--- src/rtl/dssnp_pkg.sv ---
// Shared constants, codes and types of the SDT service name parser.
`default_nettype none

package dssnp_pkg;

    // Section and descriptor identifiers.
    localparam logic [7:0] TABLE_ID_SDT = 8'h42;
    localparam logic [7:0] TAG_SERVICE  = 8'h48;

    // Service loop geometry.
    localparam int LOOP_OVERHEAD    = 12;
    localparam int ENTRY_HDR_BYTES  = 5;
    localparam int FIRST_LOOP_BYTE  = 10;

    // Limits on the count of services and on the emitted name length.
    localparam int MAX_SERVICES = 128;
    localparam int NAME_MAX     = 32;

    // Result kinds.
    localparam logic [2:0] KIND_NAME     = 3'd0;
    localparam logic [2:0] KIND_ENTRY    = 3'd1;
    localparam logic [2:0] KIND_ACCEPTED = 3'd2;
    localparam logic [2:0] KIND_REJECTED = 3'd3;
    localparam logic [2:0] KIND_IGNORED  = 3'd4;

    // Configuration register indices, taken from paddr[2].
    localparam logic REG_TS_ID   = 1'b0;
    localparam logic REG_VERSION = 1'b1;

    localparam logic [5:0] VERSION_NONE = 6'd32;

    typedef struct packed {
        logic [15:0] expected_ts_id;
        logic [5:0]  known_version;
    } cfg_t;

    // Every result that one section byte causes, in delivery order:
    // name byte, entry done, section status.
    typedef struct packed {
        logic        name_vld;
        logic        entry_vld;
        logic        stat_vld;
        logic [2:0]  stat_kind;
        logic [15:0] service_ident;
        logic [7:0]  name_char;
        logic [4:0]  char_index;
        logic [7:0]  entry_count;
        logic [4:0]  section_version;
    } bundle_t;

endpackage

`default_nettype wire

--- src/rtl/dvb_sdt_service_name_parser.sv ---
// Top level of the DVB SDT service name parser.
// A section byte is registered in the input register at its transfer and parsed once the
// result register can take its results, which are then held in the result register.
// Throughput: one byte per cycle while m_ready is high; a byte causing k results (at most
// three) holds the single result register and the input register for k output transfers.
// Reset (aresetn low at a clock edge) clears the parser, pending results and registers.
`default_nettype none

module dvb_sdt_service_name_parser #(
    parameter int MAX_SERVICES = dssnp_pkg::MAX_SERVICES,
    parameter int NAME_MAX     = dssnp_pkg::NAME_MAX
) (
    input  wire         aclk,
    input  wire         aresetn,
    // Configuration port.
    input  wire         psel,
    input  wire         penable,
    input  wire         pwrite,
    input  wire  [2:0]  paddr,
    input  wire  [31:0] pwdata,
    output logic [31:0] prdata,
    output logic        pready,
    // Section bytes in.
    input  wire         s_valid,
    output logic        s_ready,
    input  wire  [7:0]  s_data_byte,
    input  wire         s_last_byte,
    // Results out.
    output logic        m_valid,
    input  wire         m_ready,
    output logic [2:0]  m_kind,
    output logic [15:0] m_service_ident,
    output logic [7:0]  m_name_char,
    output logic [4:0]  m_char_index,
    output logic [7:0]  m_entry_count,
    output logic [4:0]  m_section_version,
    output logic        m_run_last
);
    import dssnp_pkg::*;

    cfg_t    cfg;
    bundle_t bundle;
    logic    load_we;
    logic    load_ready;

    // Register 0 at byte address 0 holds the expected transport stream id,
    // register 1 at byte address 4 the version already stored (32 meaning none).
    dssnp_apb_regs u_regs (
        .aclk    (aclk),
        .aresetn (aresetn),
        .psel    (psel),
        .penable (penable),
        .pwrite  (pwrite),
        .paddr   (paddr),
        .pwdata  (pwdata),
        .prdata  (prdata),
        .pready  (pready),
        .cfg     (cfg)
    );

    // The parser holds one byte in its input register and updates the section
    // state from it, handing every result that the byte causes to the output
    // stage as one bundle.
    dssnp_parser #(
        .MAX_SERVICES (MAX_SERVICES),
        .NAME_MAX     (NAME_MAX)
    ) u_parser (
        .aclk        (aclk),
        .aresetn     (aresetn),
        .cfg         (cfg),
        .s_valid     (s_valid),
        .s_ready     (s_ready),
        .s_data_byte (s_data_byte),
        .s_last_byte (s_last_byte),
        .load_ready  (load_ready),
        .load_we     (load_we),
        .bundle      (bundle)
    );

    // The output stage presents the bundled results in order, name byte first,
    // then entry done, then section status, marking the final one of the byte.
    dssnp_out_stage u_out (
        .aclk              (aclk),
        .aresetn           (aresetn),
        .load_we           (load_we),
        .bundle            (bundle),
        .load_ready        (load_ready),
        .m_valid           (m_valid),
        .m_ready           (m_ready),
        .m_kind            (m_kind),
        .m_service_ident   (m_service_ident),
        .m_name_char       (m_name_char),
        .m_char_index      (m_char_index),
        .m_entry_count     (m_entry_count),
        .m_section_version (m_section_version),
        .m_run_last        (m_run_last)
    );

endmodule

`default_nettype wire

--- src/rtl/dssnp_apb_regs.sv ---
// APB configuration registers of the SDT service name parser.
`default_nettype none

module dssnp_apb_regs (
    input  wire               aclk,
    input  wire               aresetn,
    input  wire               psel,
    input  wire               penable,
    input  wire               pwrite,
    input  wire  [2:0]        paddr,
    input  wire  [31:0]       pwdata,
    output logic [31:0]       prdata,
    output logic              pready,
    output dssnp_pkg::cfg_t   cfg
);
    import dssnp_pkg::*;

    cfg_t cfg_reg;
    logic wr_en;

    assign pready = 1'b1;
    assign wr_en  = psel && penable && pwrite;
    assign cfg    = cfg_reg;

    always_ff @(posedge aclk) begin
        if (!aresetn) begin
            cfg_reg.expected_ts_id <= 16'd0;
            cfg_reg.known_version  <= VERSION_NONE;
        end else if (wr_en) begin
            unique case (paddr[2])
                REG_TS_ID:   cfg_reg.expected_ts_id <= pwdata[15:0];
                REG_VERSION: cfg_reg.known_version  <= pwdata[5:0];
                default: ;
            endcase
        end
    end

    always_comb begin
        unique case (paddr[2])
            REG_TS_ID:   prdata = {16'd0, cfg_reg.expected_ts_id};
            REG_VERSION: prdata = {26'd0, cfg_reg.known_version};
            default:     prdata = 32'd0;
        endcase
    end

endmodule

`default_nettype wire

--- src/rtl/dssnp_parser.sv ---
// Input register and per-byte section parsing state machine.
`default_nettype none

module dssnp_parser #(
    parameter int MAX_SERVICES = dssnp_pkg::MAX_SERVICES,
    parameter int NAME_MAX     = dssnp_pkg::NAME_MAX
) (
    input  wire                 aclk,
    input  wire                 aresetn,
    input  dssnp_pkg::cfg_t     cfg,
    input  wire                 s_valid,
    output logic                s_ready,
    input  wire  [7:0]          s_data_byte,
    input  wire                 s_last_byte,
    input  wire                 load_ready,
    output logic                load_we,
    output dssnp_pkg::bundle_t  bundle
);
    import dssnp_pkg::*;

    typedef enum logic [3:0] {
        PH_HDR, PH_ENTRY, PH_TAG, PH_LEN, PH_BODY, PH_STYPE,
        PH_PLEN, PH_PROV, PH_NLEN, PH_NAME, PH_TAIL
    } phase_t;

    typedef enum logic [1:0] {
        ST_OPEN, ST_ACCEPTED, ST_REJECTED, ST_IGNORED
    } status_t;

    logic        in_vld_reg, in_vld_next;
    logic [7:0]  in_data_reg;
    logic        in_last_reg;
    logic        process;

    phase_t      phase_reg, phase_next;
    status_t     status_reg, status_next;
    logic [11:0] pos_reg, pos_next;
    logic [11:0] sec_len_reg, sec_len_next;
    logic [15:0] stream_reg, stream_next;
    logic [4:0]  version_reg, version_next;
    logic [15:0] service_reg, service_next;
    logic [11:0] loop_reg, loop_next;
    logic [7:0]  field_reg, field_next;
    logic [7:0]  name_pos_reg, name_pos_next;
    logic [7:0]  seen_reg, seen_next;
    logic [11:0] descr_reg, descr_next;
    logic [7:0]  desc_reg, desc_next;
    logic        is_svc_reg, is_svc_next;

    logic        name_fire;
    logic        entry_fire;
    logic [7:0]  b;
    logic [2:0]  hdr_idx;
    logic [7:0]  field_dec;
    logic [7:0]  desc_dec;

    assign process = in_vld_reg && load_ready;
    assign s_ready = !in_vld_reg || process;
    assign b       = in_data_reg;

    always_comb begin
        in_vld_next = in_vld_reg;
        if (s_valid && s_ready) begin
            in_vld_next = 1'b1;
        end else if (process) begin
            in_vld_next = 1'b0;
        end
    end

    always_comb begin
        phase_next    = phase_reg;
        status_next   = status_reg;
        pos_next      = pos_reg;
        sec_len_next  = sec_len_reg;
        stream_next   = stream_reg;
        version_next  = version_reg;
        service_next  = service_reg;
        loop_next     = loop_reg;
        field_next    = field_reg;
        name_pos_next = name_pos_reg;
        seen_next     = seen_reg;
        descr_next    = descr_reg;
        desc_next     = desc_reg;
        is_svc_next   = is_svc_reg;
        name_fire     = 1'b0;
        entry_fire    = 1'b0;
        hdr_idx       = 3'(3'(ENTRY_HDR_BYTES) - field_reg[2:0]);
        field_dec     = (field_reg != 8'd0) ? field_reg - 8'd1 : field_reg;
        desc_dec      = desc_reg - 8'd1;

        unique case (phase_reg) inside
            PH_HDR: begin
                case (pos_reg)
                    12'd0: begin
                        seen_next    = 8'd0;
                        service_next = 16'd0;
                        version_next = 5'd0;
                        status_next  = ST_OPEN;
                        if (b != TABLE_ID_SDT) begin
                            status_next = ST_IGNORED;
                            phase_next  = PH_TAIL;
                        end
                    end
                    12'd1: sec_len_next = {b[3:0], 8'h00};
                    12'd2: sec_len_next = sec_len_reg | {4'h0, b};
                    12'd3: stream_next  = {b, 8'h00};
                    12'd4: stream_next  = stream_reg | {8'h00, b};
                    12'd5: begin
                        version_next = b[5:1];
                        if (stream_reg != cfg.expected_ts_id ||
                            {1'b0, b[5:1]} == cfg.known_version) begin
                            status_next = ST_REJECTED;
                            phase_next  = PH_TAIL;
                        end else begin
                            status_next = ST_ACCEPTED;
                            loop_next   = (sec_len_reg >= 12'(LOOP_OVERHEAD)) ?
                                          12'(sec_len_reg - 12'(LOOP_OVERHEAD)) : 12'd0;
                        end
                    end
                    default: begin
                        if (pos_reg >= 12'(FIRST_LOOP_BYTE)) begin
                            if (loop_reg != 12'd0) begin
                                phase_next = PH_ENTRY;
                                field_next = 8'(ENTRY_HDR_BYTES);
                            end else begin
                                phase_next = PH_TAIL;
                            end
                        end
                    end
                endcase
                if (pos_reg != 12'hfff) begin
                    pos_next = pos_reg + 12'd1;
                end
            end

            PH_ENTRY: begin
                loop_next = loop_reg - 12'd1;
                case (hdr_idx)
                    3'd0: begin
                        service_next = {b, 8'h00};
                        if (seen_reg < 8'(MAX_SERVICES)) begin
                            seen_next = seen_reg + 8'd1;
                        end
                    end
                    3'd1: service_next = service_reg | {8'h00, b};
                    3'd3: descr_next   = {b[3:0], 8'h00};
                    3'd4: descr_next   = descr_reg | {4'h0, b};
                    default: ;
                endcase
                field_next = field_dec;
                if (field_dec == 8'd0) begin
                    if (descr_next == 12'd0 || loop_next == 12'd0) begin
                        entry_fire = 1'b1;
                    end else begin
                        phase_next = PH_TAG;
                    end
                end else if (loop_next == 12'd0) begin
                    entry_fire = 1'b1;
                end
            end

            PH_TAG, PH_LEN, PH_BODY, PH_STYPE, PH_PLEN, PH_PROV, PH_NLEN,
            PH_NAME: begin
                loop_next  = loop_reg - 12'd1;
                descr_next = descr_reg - 12'd1;
                if (phase_reg == PH_TAG) begin
                    is_svc_next = (b == TAG_SERVICE);
                    phase_next  = PH_LEN;
                end else if (phase_reg == PH_LEN) begin
                    desc_next = b;
                    if (b == 8'd0) begin
                        phase_next = PH_TAG;
                    end else begin
                        phase_next = is_svc_reg ? PH_STYPE : PH_BODY;
                    end
                end else begin
                    desc_next = desc_dec;
                    case (phase_reg)
                        PH_STYPE: phase_next = PH_PLEN;
                        PH_PLEN: begin
                            field_next = b;
                            phase_next = (b != 8'd0) ? PH_PROV : PH_NLEN;
                        end
                        PH_PROV: begin
                            field_next = field_reg - 8'd1;
                            if (field_reg == 8'd1) begin
                                phase_next = PH_NLEN;
                            end
                        end
                        PH_NLEN: begin
                            field_next    = b;
                            name_pos_next = 8'd0;
                            phase_next    = (b != 8'd0) ? PH_NAME : PH_BODY;
                        end
                        PH_NAME: begin
                            name_fire = (name_pos_reg < 8'(NAME_MAX));
                            if (name_pos_reg != 8'hff) begin
                                name_pos_next = name_pos_reg + 8'd1;
                            end
                            field_next = field_reg - 8'd1;
                            if (field_reg == 8'd1) begin
                                phase_next = PH_BODY;
                            end
                        end
                        default: ;
                    endcase
                    if (desc_dec == 8'd0) begin
                        phase_next = PH_TAG;
                    end
                end
                if (descr_next == 12'd0 || loop_next == 12'd0) begin
                    entry_fire = 1'b1;
                end
            end

            default: ;
        endcase

        // Close the entry: start the next one or drop to the trailing bytes.
        if (entry_fire) begin
            if (loop_next != 12'd0) begin
                phase_next = PH_ENTRY;
                field_next = 8'(ENTRY_HDR_BYTES);
            end else begin
                phase_next = PH_TAIL;
            end
        end

        bundle.name_vld        = name_fire;
        bundle.entry_vld       = entry_fire;
        bundle.stat_vld        = in_last_reg;
        bundle.service_ident   = service_next;
        bundle.name_char       = b;
        bundle.char_index      = name_pos_reg[4:0];
        bundle.entry_count     = seen_next;
        bundle.section_version = version_next;
        case (status_next)
            ST_ACCEPTED: bundle.stat_kind = KIND_ACCEPTED;
            ST_IGNORED:  bundle.stat_kind = KIND_IGNORED;
            default:     bundle.stat_kind = KIND_REJECTED;
        endcase

        if (in_last_reg) begin
            phase_next  = PH_HDR;
            pos_next    = 12'd0;
            status_next = ST_OPEN;
            loop_next   = 12'd0;
        end
    end

    assign load_we = process && (name_fire || entry_fire || in_last_reg);

    always_ff @(posedge aclk) begin
        if (s_valid && s_ready) begin
            in_data_reg <= s_data_byte;
            in_last_reg <= s_last_byte;
        end
        if (!aresetn) begin
            in_vld_reg   <= 1'b0;
            phase_reg    <= PH_HDR;
            status_reg   <= ST_OPEN;
            pos_reg      <= 12'd0;
            sec_len_reg  <= 12'd0;
            stream_reg   <= 16'd0;
            version_reg  <= 5'd0;
            service_reg  <= 16'd0;
            loop_reg     <= 12'd0;
            field_reg    <= 8'd0;
            name_pos_reg <= 8'd0;
            seen_reg     <= 8'd0;
            descr_reg    <= 12'd0;
            desc_reg     <= 8'd0;
            is_svc_reg   <= 1'b0;
        end else begin
            in_vld_reg <= in_vld_next;
            if (process) begin
                phase_reg    <= phase_next;
                status_reg   <= status_next;
                pos_reg      <= pos_next;
                sec_len_reg  <= sec_len_next;
                stream_reg   <= stream_next;
                version_reg  <= version_next;
                service_reg  <= service_next;
                loop_reg     <= loop_next;
                field_reg    <= field_next;
                name_pos_reg <= name_pos_next;
                seen_reg     <= seen_next;
                descr_reg    <= descr_next;
                desc_reg     <= desc_next;
                is_svc_reg   <= is_svc_next;
            end
        end
    end

endmodule

`default_nettype wire

--- src/rtl/dssnp_out_stage.sv ---
// Result register that delivers the results of one byte one transfer at a time.
`default_nettype none

module dssnp_out_stage (
    input  wire                 aclk,
    input  wire                 aresetn,
    input  wire                 load_we,
    input  dssnp_pkg::bundle_t  bundle,
    output logic                load_ready,
    output logic                m_valid,
    input  wire                 m_ready,
    output logic [2:0]          m_kind,
    output logic [15:0]         m_service_ident,
    output logic [7:0]          m_name_char,
    output logic [4:0]          m_char_index,
    output logic [7:0]          m_entry_count,
    output logic [4:0]          m_section_version,
    output logic                m_run_last
);
    import dssnp_pkg::*;

    // Pending results: bit 0 name byte, bit 1 entry done, bit 2 status.
    logic [2:0]  pend_reg, pend_next;
    bundle_t     data_reg;
    logic [2:0]  cur_sel;
    logic [2:0]  rest;

    always_comb begin
        if (pend_reg[0]) begin
            cur_sel = 3'b001;
        end else if (pend_reg[1]) begin
            cur_sel = 3'b010;
        end else if (pend_reg[2]) begin
            cur_sel = 3'b100;
        end else begin
            cur_sel = 3'b000;
        end
        rest = pend_reg & ~cur_sel;

        case (cur_sel)
            3'b001:  m_kind = KIND_NAME;
            3'b010:  m_kind = KIND_ENTRY;
            default: m_kind = data_reg.stat_kind;
        endcase

        pend_next = pend_reg;
        if (load_we) begin
            pend_next = {bundle.stat_vld, bundle.entry_vld, bundle.name_vld};
        end else if (m_valid && m_ready) begin
            pend_next = rest;
        end
    end

    assign m_valid           = (pend_reg != 3'b000);
    assign m_run_last        = (rest == 3'b000);
    assign load_ready        = (pend_reg == 3'b000) || (m_ready && rest == 3'b000);
    assign m_service_ident   = data_reg.service_ident;
    assign m_entry_count     = data_reg.entry_count;
    assign m_section_version = data_reg.section_version;
    assign m_name_char       = cur_sel[0] ? data_reg.name_char : 8'd0;
    assign m_char_index      = cur_sel[0] ? data_reg.char_index : 5'd0;

    always_ff @(posedge aclk) begin
        if (load_we) begin
            data_reg <= bundle;
        end
        if (!aresetn) begin
            pend_reg <= 3'b000;
        end else begin
            pend_reg <= pend_next;
        end
    end

endmodule

`default_nettype wire
--- config.mk ---
export PLATFORM = sky130hd
export DESIGN_NAME = dvb_sdt_service_name_parser
export DESIGN_NICKNAME = d
export VERILOG_FILES = /design/src/rtl/dssnp_pkg.sv /design/src/rtl/dvb_sdt_service_name_parser.sv /design/src/rtl/dssnp_apb_regs.sv /design/src/rtl/dssnp_parser.sv /design/src/rtl/dssnp_out_stage.sv
export SDC_FILE = /design/constraint.sdc
export NUM_CORES = 1
export LEC_CHECK = 0
export BUFFER_PORTS_ARGS = -buffer_cell sky130_fd_sc_hd__buf_2
export CELL_PAD_IN_SITES_DETAIL_PLACEMENT = 1
export CELL_PAD_IN_SITES_GLOBAL_PLACEMENT = 1
export CORE_MARGIN = 5
export CORE_UTILIZATION = 40
export DETAILED_ROUTE_END_ITERATION = 10
export GPL_ROUTABILITY_DRIVEN = 0
export MAX_ROUTING_LAYER = met4
export PLACE_DENSITY_LB_ADDON = 0.12
export SYNTH_ARGS = -nofsm -noshare
export SYNTH_HDL_FRONTEND = slang
export SYNTH_SLANG_ARGS = --single-unit
export TNS_END_PERCENT = 1
--- constraint.sdc ---
create_clock -name aclk -period 3.6 [get_ports aclk]
set_input_delay 0.36 -clock aclk [delete_from_list [all_inputs] [get_ports aclk]]
set_output_delay 0.36 -clock aclk [all_outputs]
set_load 0.03 [all_outputs]
Yosys cells after proc, flatten, opt, wreduce, memory -nomap -nowiden
Index checks and enable logic that the tools add are counted.
{"block": "totals", "output_inout_bits": 81, "wordCells": 224, "in_bits": 51, "regBits": 204}
{"block": "op_classes", "n_lt_le_gt_ge": 4, "n_eq_ne": 38, "n_reduce_logical": 56, "bitwise": 9, "n_mux": 82, "add_sub_neg": 9}
{"cell": "2-to-1 mux 8 bit", "count": 14}
{"cell": "2-to-1 mux 12 bit", "count": 8}
{"cell": "one-hot mux 12 bit (2 select lines)", "count": 4}
{"cell": "one-hot mux 16 bit (2 select lines)", "count": 3}
{"cell": "2-to-1 mux 4 bit", "count": 17}
{"cell": "one-hot mux 32 bit (2 select lines)", "count": 1}
{"cell": "logical NOT 12 bit", "count": 4}
{"cell": "one-hot mux 8 bit (2 select lines)", "count": 3}
{"cell": "OR 16 x 8 -> 16 bit", "count": 2}
{"cell": "== test 12 x 2 -> 1 bit, second input constant", "count": 2}
{"cell": "== test 12 x 3 -> 1 bit, second input constant", "count": 2}
{"cell": "greater-or-equal comparator 12 x 4 -> 1 bit, second input constant", "count": 2}
{"cell": "logical NOT 8 bit", "count": 3}
{"cell": "OR 12 x 8 -> 12 bit", "count": 2}
{"cell": "one-hot mux 4 bit (3 select lines)", "count": 2}
{"cell": "one-hot mux 8 bit (3 select lines)", "count": 1}
{"cell": "nonzero test 12 bit", "count": 2}
{"cell": "subtractor 12 x 1 -> 12 bit, second input constant", "count": 2}
{"cell": "one-hot mux 4 bit (5 select lines)", "count": 1}
{"cell": "adder 8 x 1 -> 8 bit, second input constant", "count": 2}
{"cell": "== test 4 x 3 -> 1 bit, second input constant", "count": 4}
{"cell": "2-to-1 mux 16 bit", "count": 1}
{"cell": "!= test 16 bit", "count": 1}
{"cell": "!= test 8 x 4 -> 1 bit, second input constant", "count": 2}
{"cell": "other kinds (55)", "count": 113}

Longest topological paths before layout
Gate-level depths: netlist (run 1).
{"block": "depth", "word_depth": 13, "depth_mapped": 13}

By module
A second synthesis (run 1) with hierarchy kept.
{"block": "hier_totals", "hier_cells": 1433, "area_unflattened_um2": 11888.9}
{"module": "dssnp_parser", "seq_area_each_um2": 2772.7, "n_inst": 1, "cells_per_inst": 1191, "area_each_um2": 8858.5}
{"module": "dssnp_out_stage", "seq_area_each_um2": 1411.4, "n_inst": 1, "cells_per_inst": 114, "area_each_um2": 1868.0}
{"module": "dssnp_apb_regs", "seq_area_each_um2": 440.4, "n_inst": 1, "cells_per_inst": 128, "area_each_um2": 1162.4}

Worst setup path after synthesis (run 1)
Ideal clock, no wire load.
{"block": "synth_timing", "kind": "register to register", "from": "register u_parser.descr_reg[0]", "to": "register u_out.data_reg[13] (netlist bit), enable pin", "synth_period_minus_slack_ns": 3.727, "path_stages_with_launch": 10, "required_ns": 3.197, "setup_slack_ns": -0.127, "t_arrival_ns": 3.324, "path_buffers": 0, "setup_time_ns": 0.403, "cell_sequence": "dfxtp_1 > inv_1 > ha_1 > nor3b_1 > a31oi_1 > or4_1 > a2111oi_0 > a221o_1 > o21ai_0 > nand2_1"}
{"block": "synth_via", "elab_chain_cells": 11}
{"element": "from (decl)", "line": "dssnp_parser.sv:46", "rtl": "logic [11:0] descr_reg, descr_next;"}
{"element": "from (signal assigned)", "line": "dssnp_parser.sv:288", "rtl": "descr_reg <= descr_next;"}
{"element": "parallel branches: the longest is 7 deep, another holds subtractor 12 x 1 -> 12 bit"}
{"element": "one-hot mux 1 bit (2 select lines) (*)", "line": "dssnp_parser.sv:91", "rtl": "unique case (phase_reg) inside"}
{"element": "logical OR 1 bit (*) (2 in series)", "line": "dssnp_parser.sv:251", "rtl": "assign load_we = process && (name_fire || entry_fire || in_last_reg);"}
{"element": "logical AND 1 bit (*)", "line": "dssnp_parser.sv:251"}
{"element": "net load_we", "line": "dvb_sdt_service_name_parser.sv:43", "rtl": "logic load_we;"}
{"element": "to (signal assigned)", "line": "dssnp_out_stage.sv:65", "rtl": "data_reg <= bundle;"}
{"element": "to (decl)", "line": "dssnp_out_stage.sv:24", "rtl": "bundle_t data_reg;"}
Mark *: on every way through the listed nets, which the timed path passes. The select of a mux whose other input is x is not followed.
A chain may end at the register's enable or synchronous reset.

Worst setup path in the final report (run 1)
{"block": "layout_timing", "from": "register u_parser.loop_reg[0]", "to": "register u_parser.field_reg[3]"}
{"block": "layout_via", "elab_chain_cells": 7}
{"element": "from (decl)", "line": "dssnp_parser.sv:42", "rtl": "logic [11:0] loop_reg, loop_next;"}
{"element": "from (signal assigned)", "line": "dssnp_parser.sv:284", "rtl": "loop_reg <= loop_next;"}
{"element": "subtractor 12 x 1 -> 12 bit or nonzero test 12 bit (tied branches)", "line": "dssnp_parser.sv:137, dssnp_parser.sv:164, dssnp_parser.sv:122"}
{"element": "logical NOT 12 bit or 2-to-1 mux 8 bit (tied branches)"}
{"element": "logical OR 1 bit or 2-to-1 mux 8 bit (tied branches)", "line": "dssnp_parser.sv:152, dssnp_parser.sv:121"}
{"element": "2-to-1 mux 1 bit or 2-to-1 mux 8 bit (tied branches)", "line": "dssnp_parser.sv:152, dssnp_parser.sv:93"}
{"element": "2-to-1 mux 1 bit or one-hot mux 8 bit (3 select lines) (tied branches)", "line": "dssnp_parser.sv:151, dssnp_parser.sv:91"}
{"element": "one-hot mux 1 bit (2 select lines) or 2-to-1 mux 8 bit (tied branches)", "line": "dssnp_parser.sv:91, dssnp_parser.sv:221"}
{"element": "2-to-1 mux 8 bit (*)", "line": "dssnp_parser.sv:220", "rtl": "if (entry_fire) begin"}
{"element": "to (signal assigned)", "line": "dssnp_parser.sv:285", "rtl": "field_reg <= field_next;"}
{"element": "to (decl)", "line": "dssnp_parser.sv:43", "rtl": "logic [7:0] field_reg, field_next;"}
Mark *: on every way between the ends. The rest lies on a longest branch, timed or not.

==> impl_summary.log, run 1 <==
INFO  metric drt-vias-per-instance = around 5.6
INFO  metric worst-endpoint-arrival = about 4000 ps
INFO  metric cts_setup_buffers = 0
INFO  metric min_period = between 3000 and 4000 ps
INFO  metric antenna_left = 0
INFO  metric clk_pin_slew = around 60 ps
INFO  metric whs_path_depth = 1
INFO  metric netlist-cell-type-count = 80
INFO  metric seq_power_share = roughly 44%
INFO  metric slew_headroom = ~29%
INFO  metric clock_sink_count = 204
INFO  metric numCtsBuffers = 25
INFO  metric avgRoutedWirePerCell = approximately 20 um
INFO  metric die_x_extent = 178 um
INFO  metric cts.path.max_buffers = 3
INFO  metric slowest_stage = sky130_fd_sc_hd__or4_4
INFO  metric worst_ep_required_time = 4060 ps
INFO  metric number_of_flip_flops_under_the_largest_register_name = 22
INFO  metric static_leakage = 5.04 nW
INFO  metric async_flop_share = 0%
INFO  metric power_density = 427 mW/mm2
INFO  metric grt_pass1_vias = approximately 11000
INFO  metric tritoncts = done
INFO  metric critPathKind = reg2reg
INFO  metric remaining_drc_errors = 0
INFO  metric finalCritPeriodShare = 95.4%
INFO  metric finalHoldViolations = 0
INFO  metric via_count = 10400
INFO  metric num-nets-final = 1534
INFO  metric hold_path_startpoint = s_data_byte[3]
INFO  metric layout-drive-gt1-share = between 10% and 20%
INFO  metric clock_network_fraction_of_total_power = 43.4%
INFO  metric largest_stage_delay_on_the_critical_path = roughly 480 ps
INFO  metric global_route.usage.total = 23.8%
INFO  metric detailedPlacementHpwl = 26.4 mm
INFO  metric clk-insertion-delay-late = about 540 ps
INFO  metric grt_first_pass_wirelength = 58.4 mm
INFO  metric r2r.worst_path.cells = 12
INFO  metric cp-end-kind = flop
INFO  metric vdd.ir_drop.worst = 0.000328 V
INFO  metric critical_path_peak_fanout = 5
INFO  metric ys_seq_area_share = 41.2%
INFO  metric clock_root_buffer_master = sky130_fd_sc_hd__clkbuf_16
INFO  metric dr.first_iter.drc_count = 662
INFO  metric timing.critical_path.from = u_parser.loop_reg[0]
INFO  metric drt_pass1_iterations = 5
INFO  metric grt_max_degree = 57
INFO  metric fmax = roughly 290 MHz
INFO  metric synth.cell_area = 0.0112 mm2
INFO  metric final_core_util = 47.1%
INFO  metric fin_skew = 17.3 ps
INFO  metric antenna_found_initial = 1
INFO  metric synthesis.instances = ~1400
INFO  metric clock_tree.htree_level_count = 1
INFO  metric rrSetupSlack = roughly 170 ps
INFO  metric layout-area-overhead-vs-synth = 16.4%
INFO  metric grt_overflow_total = 0
INFO  metric dieArea = 0.0315 mm2
INFO  metric count_of_warnings_emitted_by_yosys = 0
INFO  metric io_pins = 132
INFO  metric core = 0.0278 mm2
INFO  metric setup_viol = 0
INFO  metric critical_path.startpoint_type = flop
INFO  metric power_switching = roughly 0.0016 W
INFO  metric unrepaired_setup_endpoints_after_global_routing = no
INFO  metric hold_path.class = in2reg
INFO  metric n_fill_cell = 3397
INFO  metric comb_power_share = 13.0%
INFO  metric cap_violations = 0
INFO  metric synth-seq-cells = 204
INFO  metric outcome = finished clean
INFO  metric port_buffers = between 90 and 100
INFO  metric swShare = between 20% and 30%
INFO  metric synth_enable_flop_cells = 54
INFO  metric power_report.internal_total = 0.00402 W
INFO  metric timing_worst_slew_pin_value = 1060 ps
INFO  metric final.setup.tns = 0 ps
INFO  metric die_h = 178 um
INFO  metric final-max-slew-violation-count = 0
INFO  metric start_util = 40.4%
INFO  metric finalWirelength = 37.4 mm
INFO  metric row_count = 61
INFO  metric avgSynthCellArea = 8.17 um2
INFO  metric crit_path_cells = inv_1 > ha_1 > or4b_4 > or3_1 > a21o_1 > a21oi_2 > nand2_1 > or4b_1 > or4_4 > o21a_1 > buf_4 > o22ai_1
INFO  metric dominantRegCellSynth = sky130_fd_sc_hd__dfxtp_1
INFO  metric worst_r2r_startpoint = u_parser.loop_reg[0]
INFO  metric antennaDiodeCount = 0
routing by layer:
layer / GRT usage [%] / part of all wire, %
met1: 30.7 / 45
met2: 40.1 / 49
met3: 2.81 / 4.4
met4: 5.77 / 2.0
met5: - / 0
power groups by stage:
stage	sequential [W]	clock (W)	combinational, W
after floorplan	0.00247	0	0.000479
after detailed placement	0.00248	0	0.000714
after global routing	0.00244	0.00258	0.000790
final	0.00243	0.00242	0.000726
after global placement	0.00248	0	0.000704
after CTS	0.00243	0.00247	0.000725
layout by cell type (no fill, tap or decap), types with 7 or more instances in the layout:
cell                            synthesis  layout
sky130_fd_sc_hd__mux2_2                 8       8
sky130_fd_sc_hd__or3_1                 11      11
sky130_fd_sc_hd__a22oi_1                9       9
sky130_fd_sc_hd__and3_1                 9       9
sky130_fd_sc_hd__dlygate4sd3_1          0       7
sky130_fd_sc_hd__nor4_1                18      17
sky130_fd_sc_hd__nand2b_1              12      12
sky130_fd_sc_hd__xor2_1                18      18
sky130_fd_sc_hd__inv_1                 23      23
sky130_fd_sc_hd__conb_1                 2      17
sky130_fd_sc_hd__buf_4                 46      75
sky130_fd_sc_hd__a21oi_1              146     145
sky130_fd_sc_hd__o21ai_0               65      65
sky130_fd_sc_hd__nor2_1               147     147
sky130_fd_sc_hd__nand3_1               39      39
sky130_fd_sc_hd__nor3_1                45      45
sky130_fd_sc_hd__nand4_1               24      24
sky130_fd_sc_hd__dfxtp_1              150     150
sky130_fd_sc_hd__o211ai_1               7       7
sky130_fd_sc_hd__a21o_1                 7       7
sky130_fd_sc_hd__nand2_1              180     179
sky130_fd_sc_hd__a22o_1                14      14
sky130_fd_sc_hd__nor2b_1               20      20
sky130_fd_sc_hd__ha_1                  18      17
sky130_fd_sc_hd__buf_2                  5      96
sky130_fd_sc_hd__a31oi_1               12      12
sky130_fd_sc_hd__o22ai_1                9       9
sky130_fd_sc_hd__clkbuf_1              77       9
sky130_fd_sc_hd__edfxtp_1              54      54
sky130_fd_sc_hd__clkbuf_16              0      25
sky130_fd_sc_hd__and2_1                22      21
sky130_fd_sc_hd__xnor2_1               35      35
sky130_fd_sc_hd__nor3b_1                8       7
sky130_fd_sc_hd__and3b_1               10      10
sky130_fd_sc_hd__mux2i_1               15      15
cells in the mapped netlist (20+ instances only):
master / n / area (um2)
sky130_fd_sc_hd__xnor2_1: 35 / 307
sky130_fd_sc_hd__nand3_1: 39 / 195
sky130_fd_sc_hd__edfxtp_1: 54 / 1620
sky130_fd_sc_hd__o21ai_0: 65 / 325
sky130_fd_sc_hd__dfxtp_1: 150 / 3000
sky130_fd_sc_hd__nor2_1: 147 / 552
sky130_fd_sc_hd__inv_1: 23 / 86.3
sky130_fd_sc_hd__and2_1: 22 / 138
sky130_fd_sc_hd__a21oi_1: 146 / 731
sky130_fd_sc_hd__nor3_1: 45 / 225
sky130_fd_sc_hd__nand2_1: 180 / 676
sky130_fd_sc_hd__nor2b_1: 20 / 125
sky130_fd_sc_hd__buf_4: 46 / 345
sky130_fd_sc_hd__clkbuf_1: 77 / 289
sky130_fd_sc_hd__nand4_1: 24 / 150
what timing repair did:
action                                  CTS  global route
gates resized for setup                   0             4
hold buffers                              7             0
endpoints found under the setup margin    0            34
endpoints found under the hold margin     7             0
cell type report:
cell class / count / area (um2) / share of cell area (%)
clock buffer: 35 / 673 / 5.15
sequential: 204 / 4620 / 35.4
clock inverter: 10 / 93.8 / 0.718
tap: 378 / 473 / 3.62
multi-input combinational: 1027 / 5920 / 45.3
timing repair buffer: 182 / 1190 / 9.13
inverter: 25 / 95.1 / 0.727
path summary, 6_finish.rpt:
kind                                                end
worst max register to register    u_parser.field_reg[3]
worst max-delay path              u_parser.field_reg[3]
worst min-delay path                      u_parser.b[3]
worst min register to register  u_parser.version_reg[1]
logic make-up (layout without fill, tap and decap cells):
group | after synthesis | count (layout) | synth area share (%)
AOI/OAI and AO/OA | 337 | 337 | 18.5
other | 2 | 17 | 0.0669
adders and majority gates | 19 | 19 | 2.09
xor gates and xnor gates | 53 | 53 | 4.13
buffers and inverters | 158 | 252 | 6.89
muxes | 23 | 23 | 2.14
DFF | 204 | 204 | 41.2
and+or+nand+nor | 578 | 578 | 25.0
worst max-delay path: cells and delay by family (launching register included):
| family | cells | cell delay (ps) |
|---|---|---|
| DFF | 1 | 310 |
| adders and majority gates | 1 | 170 |
| and+or+nand+nor | 5 | 1850 |
| AOI/OAI and AO/OA | 4 | 770 |
| buffers and inverters | 2 | 240 |
through the flow:
| step | area [um2] | cells | hold slack [ps] | setup WS, ps | power (W) |
|---|---|---|---|---|---|
| after detailed placement | 12200 | 1809 | 451 | 138 | 0.00320 |
| after floorplan | 11300 | 1389 | 424 | 114 | 0.00295 |
| after global routing | 13100 | 1861 | 0.796 | 28.9 | 0.00581 |
| after global placement | 12200 | 1809 | 441 | 211 | 0.00318 |
| after CTS | 13100 | 1861 | 3.61 | 110 | 0.00563 |
| final | 13100 | 1861 | 28.5 | 166 | 0.00558 |
Power figures use the tool's default switching activity.
==> inputs of run 2 (changes only) <==
--- a/config.mk
+++ b/config.mk
@@ -6,6 +6,7 @@
 export NUM_CORES = 1
 export LEC_CHECK = 0
 export BUFFER_PORTS_ARGS = -buffer_cell sky130_fd_sc_hd__buf_2
+export CAP_MARGIN = 25
 export CELL_PAD_IN_SITES_DETAIL_PLACEMENT = 1
 export CELL_PAD_IN_SITES_GLOBAL_PLACEMENT = 1
 export CORE_MARGIN = 5
@@ -13,7 +14,7 @@
 export DETAILED_ROUTE_END_ITERATION = 10
 export GPL_ROUTABILITY_DRIVEN = 0
 export MAX_ROUTING_LAYER = met4
-export PLACE_DENSITY_LB_ADDON = 0.12
+export PLACE_DENSITY = 0.86
 export SYNTH_ARGS = -nofsm -noshare
 export SYNTH_HDL_FRONTEND = slang
 export SYNTH_SLANG_ARGS = --single-unit
==> run 2 against run 1 <==
Clock power about the same. Total power down 0.23%. Critical endpoint is now u_parser.field_reg[4]. Register-to-register slack worse by 70 ps.
==> impl_summary.log, run 2 (synthesized netlist as in run 1, its figures left out) <==
INFO  metric swShare = 27.2% (-0.73 points)
INFO  metric port_buffers = 96 (unchanged)
INFO  metric finalHoldViolations = 0 (unchanged)
INFO  metric antenna_found_initial = 2 (+1)
INFO  metric layout.cells.most_common = sky130_fd_sc_hd__nand2_1
INFO  metric numCtsBuffers = 23 (-8.0%)
INFO  metric vdd.ir_drop.worst = 0.000300 V (-8.7%)
INFO  metric final-seq-area = 0.00463 mm2 (about the same)
INFO  metric dr.first_iter.drc_count = 951 (+44%)
INFO  metric layout-drive-gt1-share = 16.8% (+0.20 points)
INFO  metric power_density = 431 mW/mm2 (+1.0%)
INFO  metric worst_ep_required_time = 4040 ps (-20 ps)
INFO  metric whs = 19.7 ps (-8.86 ps)
INFO  metric die_h = 178 um (unchanged)
INFO  metric row_count = 61 (unchanged)
INFO  metric final.setup.tns = 0 ps (unchanged)
INFO  metric rrSetupSlack = 100 ps (-70 ps)
INFO  metric fin_skew = 13.9 ps (-3.42 ps)
INFO  metric final-max-slew-violation-count = 0 (unchanged)
INFO  metric r2r.worst_path.cells = 12 (unchanged)
INFO  metric setup_viol = 0 (unchanged)
INFO  metric seq_power_share = 43.8% (+0.2 points)
INFO  metric placement_stage_cell_area = 0.0121 mm2 (-0.91%)
INFO  metric placedCellCount = 1801 (-0.44%)
INFO  metric antennaDiodeCount = 0 (unchanged)
INFO  metric timing_worst_slew_pin_value = 878 ps (-185 ps)
INFO  metric power_report.internal_total = 0.00405 W (+0.78%)
INFO  metric cts_setup_buffers = 0 (unchanged)
INFO  metric worst_r2r_startpoint = u_parser.pos_reg[1]
INFO  metric hold_path.class = in2reg
INFO  metric detailedPlacementHpwl = 26.1 mm (-1.2%)
INFO  metric slew_headroom = 40.9% (+12 points)
INFO  metric start_util = 40.4% (unchanged)
INFO  metric drt-vias-per-instance = 5.90 (+5.6%)
INFO  metric layout.cells.non_filler = 1843 (-0.97%)
INFO  metric avgRoutedWirePerCell = 20.7 um (+3.0%)
INFO  metric n_fill_cell = 3403 (+0.18%)
INFO  metric grt_overflow_total = 0 (unchanged)
INFO  metric static_leakage = 4.96 nW (-1.5%)
INFO  metric layout.cell_area.non_filler = 0.0129 mm2 (-1.2%)
INFO  metric cap_violations = 0 (unchanged)
INFO  metric antenna_left = 0 (unchanged)
INFO  metric core = 0.0278 mm2 (unchanged)
INFO  metric grt_first_pass_wirelength = 59.5 mm (+1.9%)
INFO  metric clk_pin_slew = 60 ps (about the same)
INFO  metric clk-insertion-delay-late = 520 ps (-20 ps)
INFO  metric critical_path_peak_fanout = 7 (+2)
INFO  metric clock_root_buffer_master = sky130_fd_sc_hd__clkbuf_16
INFO  metric clock_sink_count = 204 (unchanged)
INFO  metric finalCritPeriodShare = 97.3% (+1.9 points)
INFO  metric drt_pass1_iterations = 5 (unchanged)
INFO  metric multi_input_comb_area = 0.00594 mm2 (+0.30%)
INFO  metric outcome = finished clean
INFO  metric clock_tree.htree_level_count = 1 (unchanged)
INFO  metric layout.cells.most_common_list = sky130_fd_sc_hd__nand2_1 (179), sky130_fd_sc_hd__dfxtp_1 (149), sky130_fd_sc_hd__nor2_1 (147)
INFO  metric unrepaired_setup_endpoints_after_global_routing = no
INFO  metric final_core_util = 46.5% (-0.57 points)
INFO  metric critPathKind = reg2reg
INFO  metric finalWirelength = 38.1 mm (+2.0%)
INFO  metric timing.critical_path.from = u_parser.pos_reg[1]
INFO  metric number_of_flip_flops_under_the_largest_register_name = 22 (unchanged)
INFO  metric worst-endpoint-arrival = 3940 ps (+40 ps)
INFO  metric remaining_drc_errors = 0 (unchanged)
INFO  metric min_period = 3500 ps (+68.0 ps)
INFO  metric endpoint = u_parser.field_reg[4]
INFO  metric comb_power_share = 13.0% (about the same)
INFO  metric power_switching = 0.00151 W (-2.8%)
INFO  metric r2r-end = u_parser.field_reg[4]
INFO  metric via_count = 10900 (+4.6%)
INFO  metric num-nets-final = 1518 (-1.0%)
INFO  metric cts.path.max_buffers = 3 (unchanged)
INFO  metric global_route.usage.total = 24.1% (+0.29 points)
INFO  metric grt_max_degree = 39 (-32%)
INFO  metric layout-area-overhead-vs-synth = 15.0%
INFO  metric tritoncts = done
INFO  metric io_pins = 132 (unchanged)
INFO  metric dieArea = 0.0315 mm2 (unchanged)
INFO  metric die_x_extent = 178 um (unchanged)
INFO  metric cts_hold_buf = 0 (-7)
INFO  metric fmax = 286 MHz (-1.9%)
INFO  metric critical_path.startpoint_type = flop
INFO  metric grt_pass1_vias = 11200 (+5.5%)
INFO  metric cp-end-kind = flop
INFO  metric clock_network_fraction_of_total_power = 43.3% (about the same)
==> run 2: cell types whose count changed in the layout (fill, tap and decap cells not counted), moves of 2 or more <==
cell                            previous run  this run
sky130_fd_sc_hd__buf_4                    75        71
sky130_fd_sc_hd__inv_4                     0         2
sky130_fd_sc_hd__inv_2                     0         3
sky130_fd_sc_hd__clkinv_1                  3         1
sky130_fd_sc_hd__inv_1                    23        21
sky130_fd_sc_hd__clkinv_2                  5         3
sky130_fd_sc_hd__buf_12                    4         0
sky130_fd_sc_hd__dlygate4sd3_1             7         0
sky130_fd_sc_hd__clkbuf_1                  9         6
sky130_fd_sc_hd__clkbuf_8                  1         3
==> run 2: how the worst min path moves through the flow <==
stage | start | slack [ps] | end | depth (start not counted)
6_report | s_data_byte[3] | 20 | u_parser.b[3] | 1
5_1_grt | s_data_byte[3] | 20 | u_parser.b[3] | 1
4_1_cts | s_data_byte[3] | 6 | u_parser.b[3] | 1
3_5_place_dp | u_parser.service_reg[13] | 450 | u_parser.service_reg[13] | 2
3_3_place_gp | u_parser.service_reg[6] | 440 | u_parser.service_reg[6] | 2
2_1_floorplan | u_parser.b[1] | 420 | u_out.data_reg[19] | 0
==> run 2: cell type report <==
class                   instances  area share [%]
clock buffers                  33            5.14
clock inverters                 8           0.736
inverters                      25           0.727
multi-input cells            1027            46.0
flip-flops and latches        204            35.8
well taps                     378            3.66
repair buffers                168            7.94
==> run 2: through the flow <==
step                worst slack (ps)  total power [W]
finish                          97.7          0.00557
global route                    8.84          0.00574
CTS                             38.2          0.00557
detailed placement              9.58          0.00317
global placement                60.7          0.00315
floorplan                        114          0.00295
==> run 2: layer usage <==
| metal | vias to the layer above | share of wire [%] | global-route usage [%] |
|---|---|---|---|
| li1 | 4966 | - | - |
| met5 | - | 0 | - |
| met4 | 0 | 3.8 | 8.96 |
| met3 | 118 | 6.3 | 2.90 |
| met2 | 416 | 48 | 40.7 |
| met1 | 5372 | 41 | 29.7 |
==> run 2: power groups by stage <==
| stage | Clock, W | Combinational [W] | Sequential [W] |
|---|---|---|---|
| 2_1_floorplan | 0 | 0.000479 | 0.00247 |
| 3_3_place_gp | 0 | 0.000670 | 0.00248 |
| 3_5_place_dp | 0 | 0.000691 | 0.00248 |
| 4_1_cts | 0.00244 | 0.000701 | 0.00243 |
| 5_1_grt | 0.00253 | 0.000772 | 0.00244 |
| 6_report | 0.00241 | 0.000722 | 0.00244 |
==> run 2: timing repair <==
item                                    4_1_cts  5_1_grt
gates resized for setup                       2       11
pin swaps                                     1        2
endpoints found under the setup margin        3       39
==> run 2: critical path, cell delays in order, from the launching register on <==
cell	delay, ps
sky130_fd_sc_hd__dfxtp_1	490
sky130_fd_sc_hd__inv_1	120
sky130_fd_sc_hd__ha_1	300
sky130_fd_sc_hd__nand3b_1	220
sky130_fd_sc_hd__nor4_4	50
sky130_fd_sc_hd__buf_4	170
sky130_fd_sc_hd__nand2_1	60
sky130_fd_sc_hd__and3b_1	250
sky130_fd_sc_hd__a21oi_1	220
sky130_fd_sc_hd__or4b_1	450
sky130_fd_sc_hd__or4_4	480
sky130_fd_sc_hd__o31a_1	390
sky130_fd_sc_hd__o22ai_1	210
==> inputs of run 3 (changes only) <==
--- a/config.mk
+++ b/config.mk
@@ -9,6 +9,7 @@
 export CAP_MARGIN = 25
 export CELL_PAD_IN_SITES_DETAIL_PLACEMENT = 1
 export CELL_PAD_IN_SITES_GLOBAL_PLACEMENT = 1
+export CORE_ASPECT_RATIO = 0.7
 export CORE_MARGIN = 5
 export CORE_UTILIZATION = 40
 export DETAILED_ROUTE_END_ITERATION = 10
==> run 3 against run 2 <==
Routed wire length increased by 6.3%. Clock skew up 2.2 ps. Combinational power increased by 2%. Sequential cell count did not move. Critical path depth shrank 3. Non-clock buffer count up 9. Largest power group unchanged.
==> impl_summary.log, run 3 (synthesized netlist as in run 1, its figures left out) <==
INFO  metric grt_pass1_vias = 11000 (-1.4%)
INFO  metric post-place-ws = 84.1 ps (+74.5 ps)
INFO  metric detailedPlacementHpwl = 28.6 mm (+9.6%)
INFO  metric dr.first_iter.drc_count = 1226 (+29%)
INFO  metric antenna_left = 0 (unchanged)
INFO  metric remaining_drc_errors = 0 (unchanged)
INFO  metric critical_path.startpoint_type = flop
INFO  metric multi_input_comb_area = 0.00591 mm2 (-0.51%)
INFO  metric critical_path_peak_fanout = 7 (unchanged)
INFO  metric r2r-end = u_parser.field_reg[0]
INFO  metric layout.cell_area.non_filler = 0.0129 mm2 (-0.11%)
INFO  metric critical_path.most_common_cell = sky130_fd_sc_hd__or4_4
INFO  metric cap_violations = 0 (unchanged)
INFO  metric crit_buf_inv = 0 (-2)
INFO  metric antenna_found_initial = 0 (-2)
INFO  metric met2_length = 18.6 mm (+0.38%)
INFO  metric static_leakage = 4.98 nW (+0.41%)
INFO  metric grt_overflow_total = 0 (unchanged)
INFO  metric row_count = 51 (-16%)
INFO  metric fin_skew = 16.1 ps (+2.24 ps)
INFO  metric placement_stage_cell_area = 0.0122 mm2 (+0.72%)
INFO  metric min_period = 3500 ps (+2.42 ps)
INFO  metric finalHoldViolations = 0 (unchanged)
INFO  metric whs_path_depth = 1 (unchanged)
INFO  metric path_depth = 9 (-3)
INFO  metric start_util = 40.5% (about the same)
INFO  metric antennaDiodeCount = 0 (unchanged)
INFO  metric port_buffers = 96 (unchanged)
INFO  metric final.setup.tns = 0 ps (unchanged)
INFO  metric setup_viol = 0 (unchanged)
INFO  metric tritoncts = done
INFO  metric crit_path_cells = or4_4 > or2_1 > nor2_2 > a31oi_2 > a22o_1 > or4b_1 > or4_4 > o21a_2 > o221a_2
INFO  metric layout.cells.non_filler = 1844 (+0.054%)
INFO  metric design_power_total = 0.00538 W (-3.3%)
INFO  metric cp-end-kind = flop
INFO  metric clk-insertion-delay-late = 530 ps (about the same)
INFO  metric layout.cells.most_common = sky130_fd_sc_hd__nand2_1
INFO  metric largest_stage_delay_on_the_critical_path = 610 ps (+120 ps)
INFO  metric drt-vias-per-instance = 6.03 (+2.2%)
INFO  metric slew_headroom = 34.1% (-6.8 points)
INFO  metric worst_ep_required_time = 4010 ps (-30 ps)
INFO  metric numCtsBuffers = 22 (-4.3%)
INFO  metric unrepaired_setup_endpoints_after_global_routing = no
INFO  metric n_fill_cell = 3355 (-1.4%)
INFO  metric detail_route.wirelength.met1 = 17.5 mm (+11%)
INFO  metric layout-drive-gt1-share = 16.8% (+0.045 points)
INFO  metric avgRoutedWirePerCell = 22.0 um (+6.2%)
INFO  metric clock_tree.htree_level_count = 1 (unchanged)
INFO  metric grt_max_degree = 67 (+72%)
INFO  metric power_density = 417 mW/mm2 (-3.2%)
INFO  metric worst_r2r_startpoint = u_parser.pos_reg[4]
INFO  metric die_x_extent = 210 um (+18%)
INFO  metric timing.critical_path.from = u_parser.pos_reg[4]
INFO  metric worst-endpoint-arrival = 3920 ps (-20 ps)
INFO  metric layout-area-overhead-vs-synth = 14.9%
INFO  metric met3RoutedLength = 3.33 mm (+39%)
INFO  metric clk_pin_slew = 60 ps (about the same)
INFO  metric final-max-slew-violation-count = 0 (unchanged)
INFO  metric number_of_flip_flops_under_the_largest_register_name = 22 (unchanged)
INFO  metric cts.path.max_buffers = 3 (unchanged)
INFO  metric hold_end = u_parser.b[2]
INFO  metric critPathTopFamily = simple AND/OR/NAND/NOR gates
INFO  metric slowest_stage = sky130_fd_sc_hd__or4_4
INFO  metric dieArea = 0.0316 mm2 (+0.17%)
INFO  metric via_count = 11100 (+2.3%)
INFO  metric routed.top_layer = met4
INFO  metric hold_path_startpoint = s_data_byte[2]
INFO  metric final-seq-area = 0.00462 mm2 (about the same)
INFO  metric layout.cells.most_common_list = sky130_fd_sc_hd__nand2_1 (179), sky130_fd_sc_hd__dfxtp_1 (150), sky130_fd_sc_hd__nor2_1 (147)
INFO  metric core = 0.0278 mm2 (about the same)
INFO  metric hold_path.class = in2reg
INFO  metric drt_pass1_iterations = 5 (unchanged)
INFO  metric die_h = 150 um (-15%)
INFO  metric rrSetupSlack = 100 ps (about the same)
INFO  metric outcome = finished clean
INFO  metric io_pins = 132 (unchanged)
INFO  metric cts_setup_buffers = 0 (unchanged)
INFO  metric clock_sink_count = 204 (unchanged)
INFO  metric num-nets-final = 1526 (+0.53%)
INFO  metric clock_root_buffer_master = sky130_fd_sc_hd__clkbuf_16
INFO  metric global_route.usage.total = 25.1% (+0.98 points)
INFO  metric finalWirelength = 40.5 mm (+6.3%)
INFO  metric grt_first_pass_wirelength = 62.2 mm (+4.6%)
INFO  metric timing.final.ws_setup = 95.3 ps (-2.42 ps)
INFO  metric r2r.worst_path.cells = 9 (-3)
INFO  metric critPathKind = reg2reg
INFO  metric vdd.ir_drop.worst = 0.000255 V (-15%)
INFO  metric finalCritPeriodShare = 97.4% (about the same)
INFO  metric placedCellCount = 1803 (+0.11%)
INFO  metric fmax = 285 MHz (about the same)
INFO  metric timing_worst_slew_pin_value = 981 ps (+102 ps)
-- run 3: worst register-to-register path, stage by stage, from the launching register on --
cell and delay (ps):
sky130_fd_sc_hd__dfxtp_1 380, sky130_fd_sc_hd__or4_4 610, sky130_fd_sc_hd__or2_1 290, sky130_fd_sc_hd__nor2_2 190, sky130_fd_sc_hd__a31oi_2 170, sky130_fd_sc_hd__a22o_1 260
sky130_fd_sc_hd__or4b_1 490, sky130_fd_sc_hd__or4_4 460, sky130_fd_sc_hd__o21a_2 280, sky130_fd_sc_hd__o221a_2 260
-- run 3: power by group --
group	total (W)	internal [W]	leakage, nW	switching, W
logic	0.000733	0.000234	2.92	0.000500
clock network	0.00221	0.00123	0.348	0.000982
registers	0.00244	0.00240	1.71	0.0000396
total	0.00538	0.00386	4.98	0.00152
-- run 3: worst max-delay path by stage --
stage | endpoint | slack, ps
after global routing | u_parser.field_reg[5] | 20
after CTS | u_parser.field_reg[0] | 50
after detailed placement | u_parser.field_reg[0] | 80
after floorplan | u_parser.field_reg[0] | 110
after global placement | u_parser.field_reg[0] | 160
final | u_parser.field_reg[0] | 100
-- run 3: final cells by class --
class / count / area share [%]
repair buffers: 177 / 8.68
flip-flops and latches: 204 / 35.8
inverters: 25 / 0.727
well taps: 371 / 3.60
clock inverters: 9 / 0.436
multi-input cells: 1027 / 45.8
clock buffers: 31 / 4.92
-- run 3: what timing repair did --
action,in CTS,in global routing
hold buffers,1,0
endpoints found under the setup margin,0,6
resized for setup,0,5
hold endpoints to repair,1,0
-- run 3: per-layer routing --
layer | GRT usage, % | vias to the layer above
met3 | 4.21 | 98
met4 | 7.08 | 0
met1 | 33.5 | 5519
met5 | - | -
li1 | - | 4992
met2 | 39.8 | 512
-- run 3: metrics by stage --
stage          util, %  hold WS, ps
2_1_floorplan        -          424
3_3_place_gp      43.9          441
3_5_place_dp      43.9          447
4_1_cts           46.4         5.02
5_1_grt           46.5         2.86
6_report          46.5         15.3
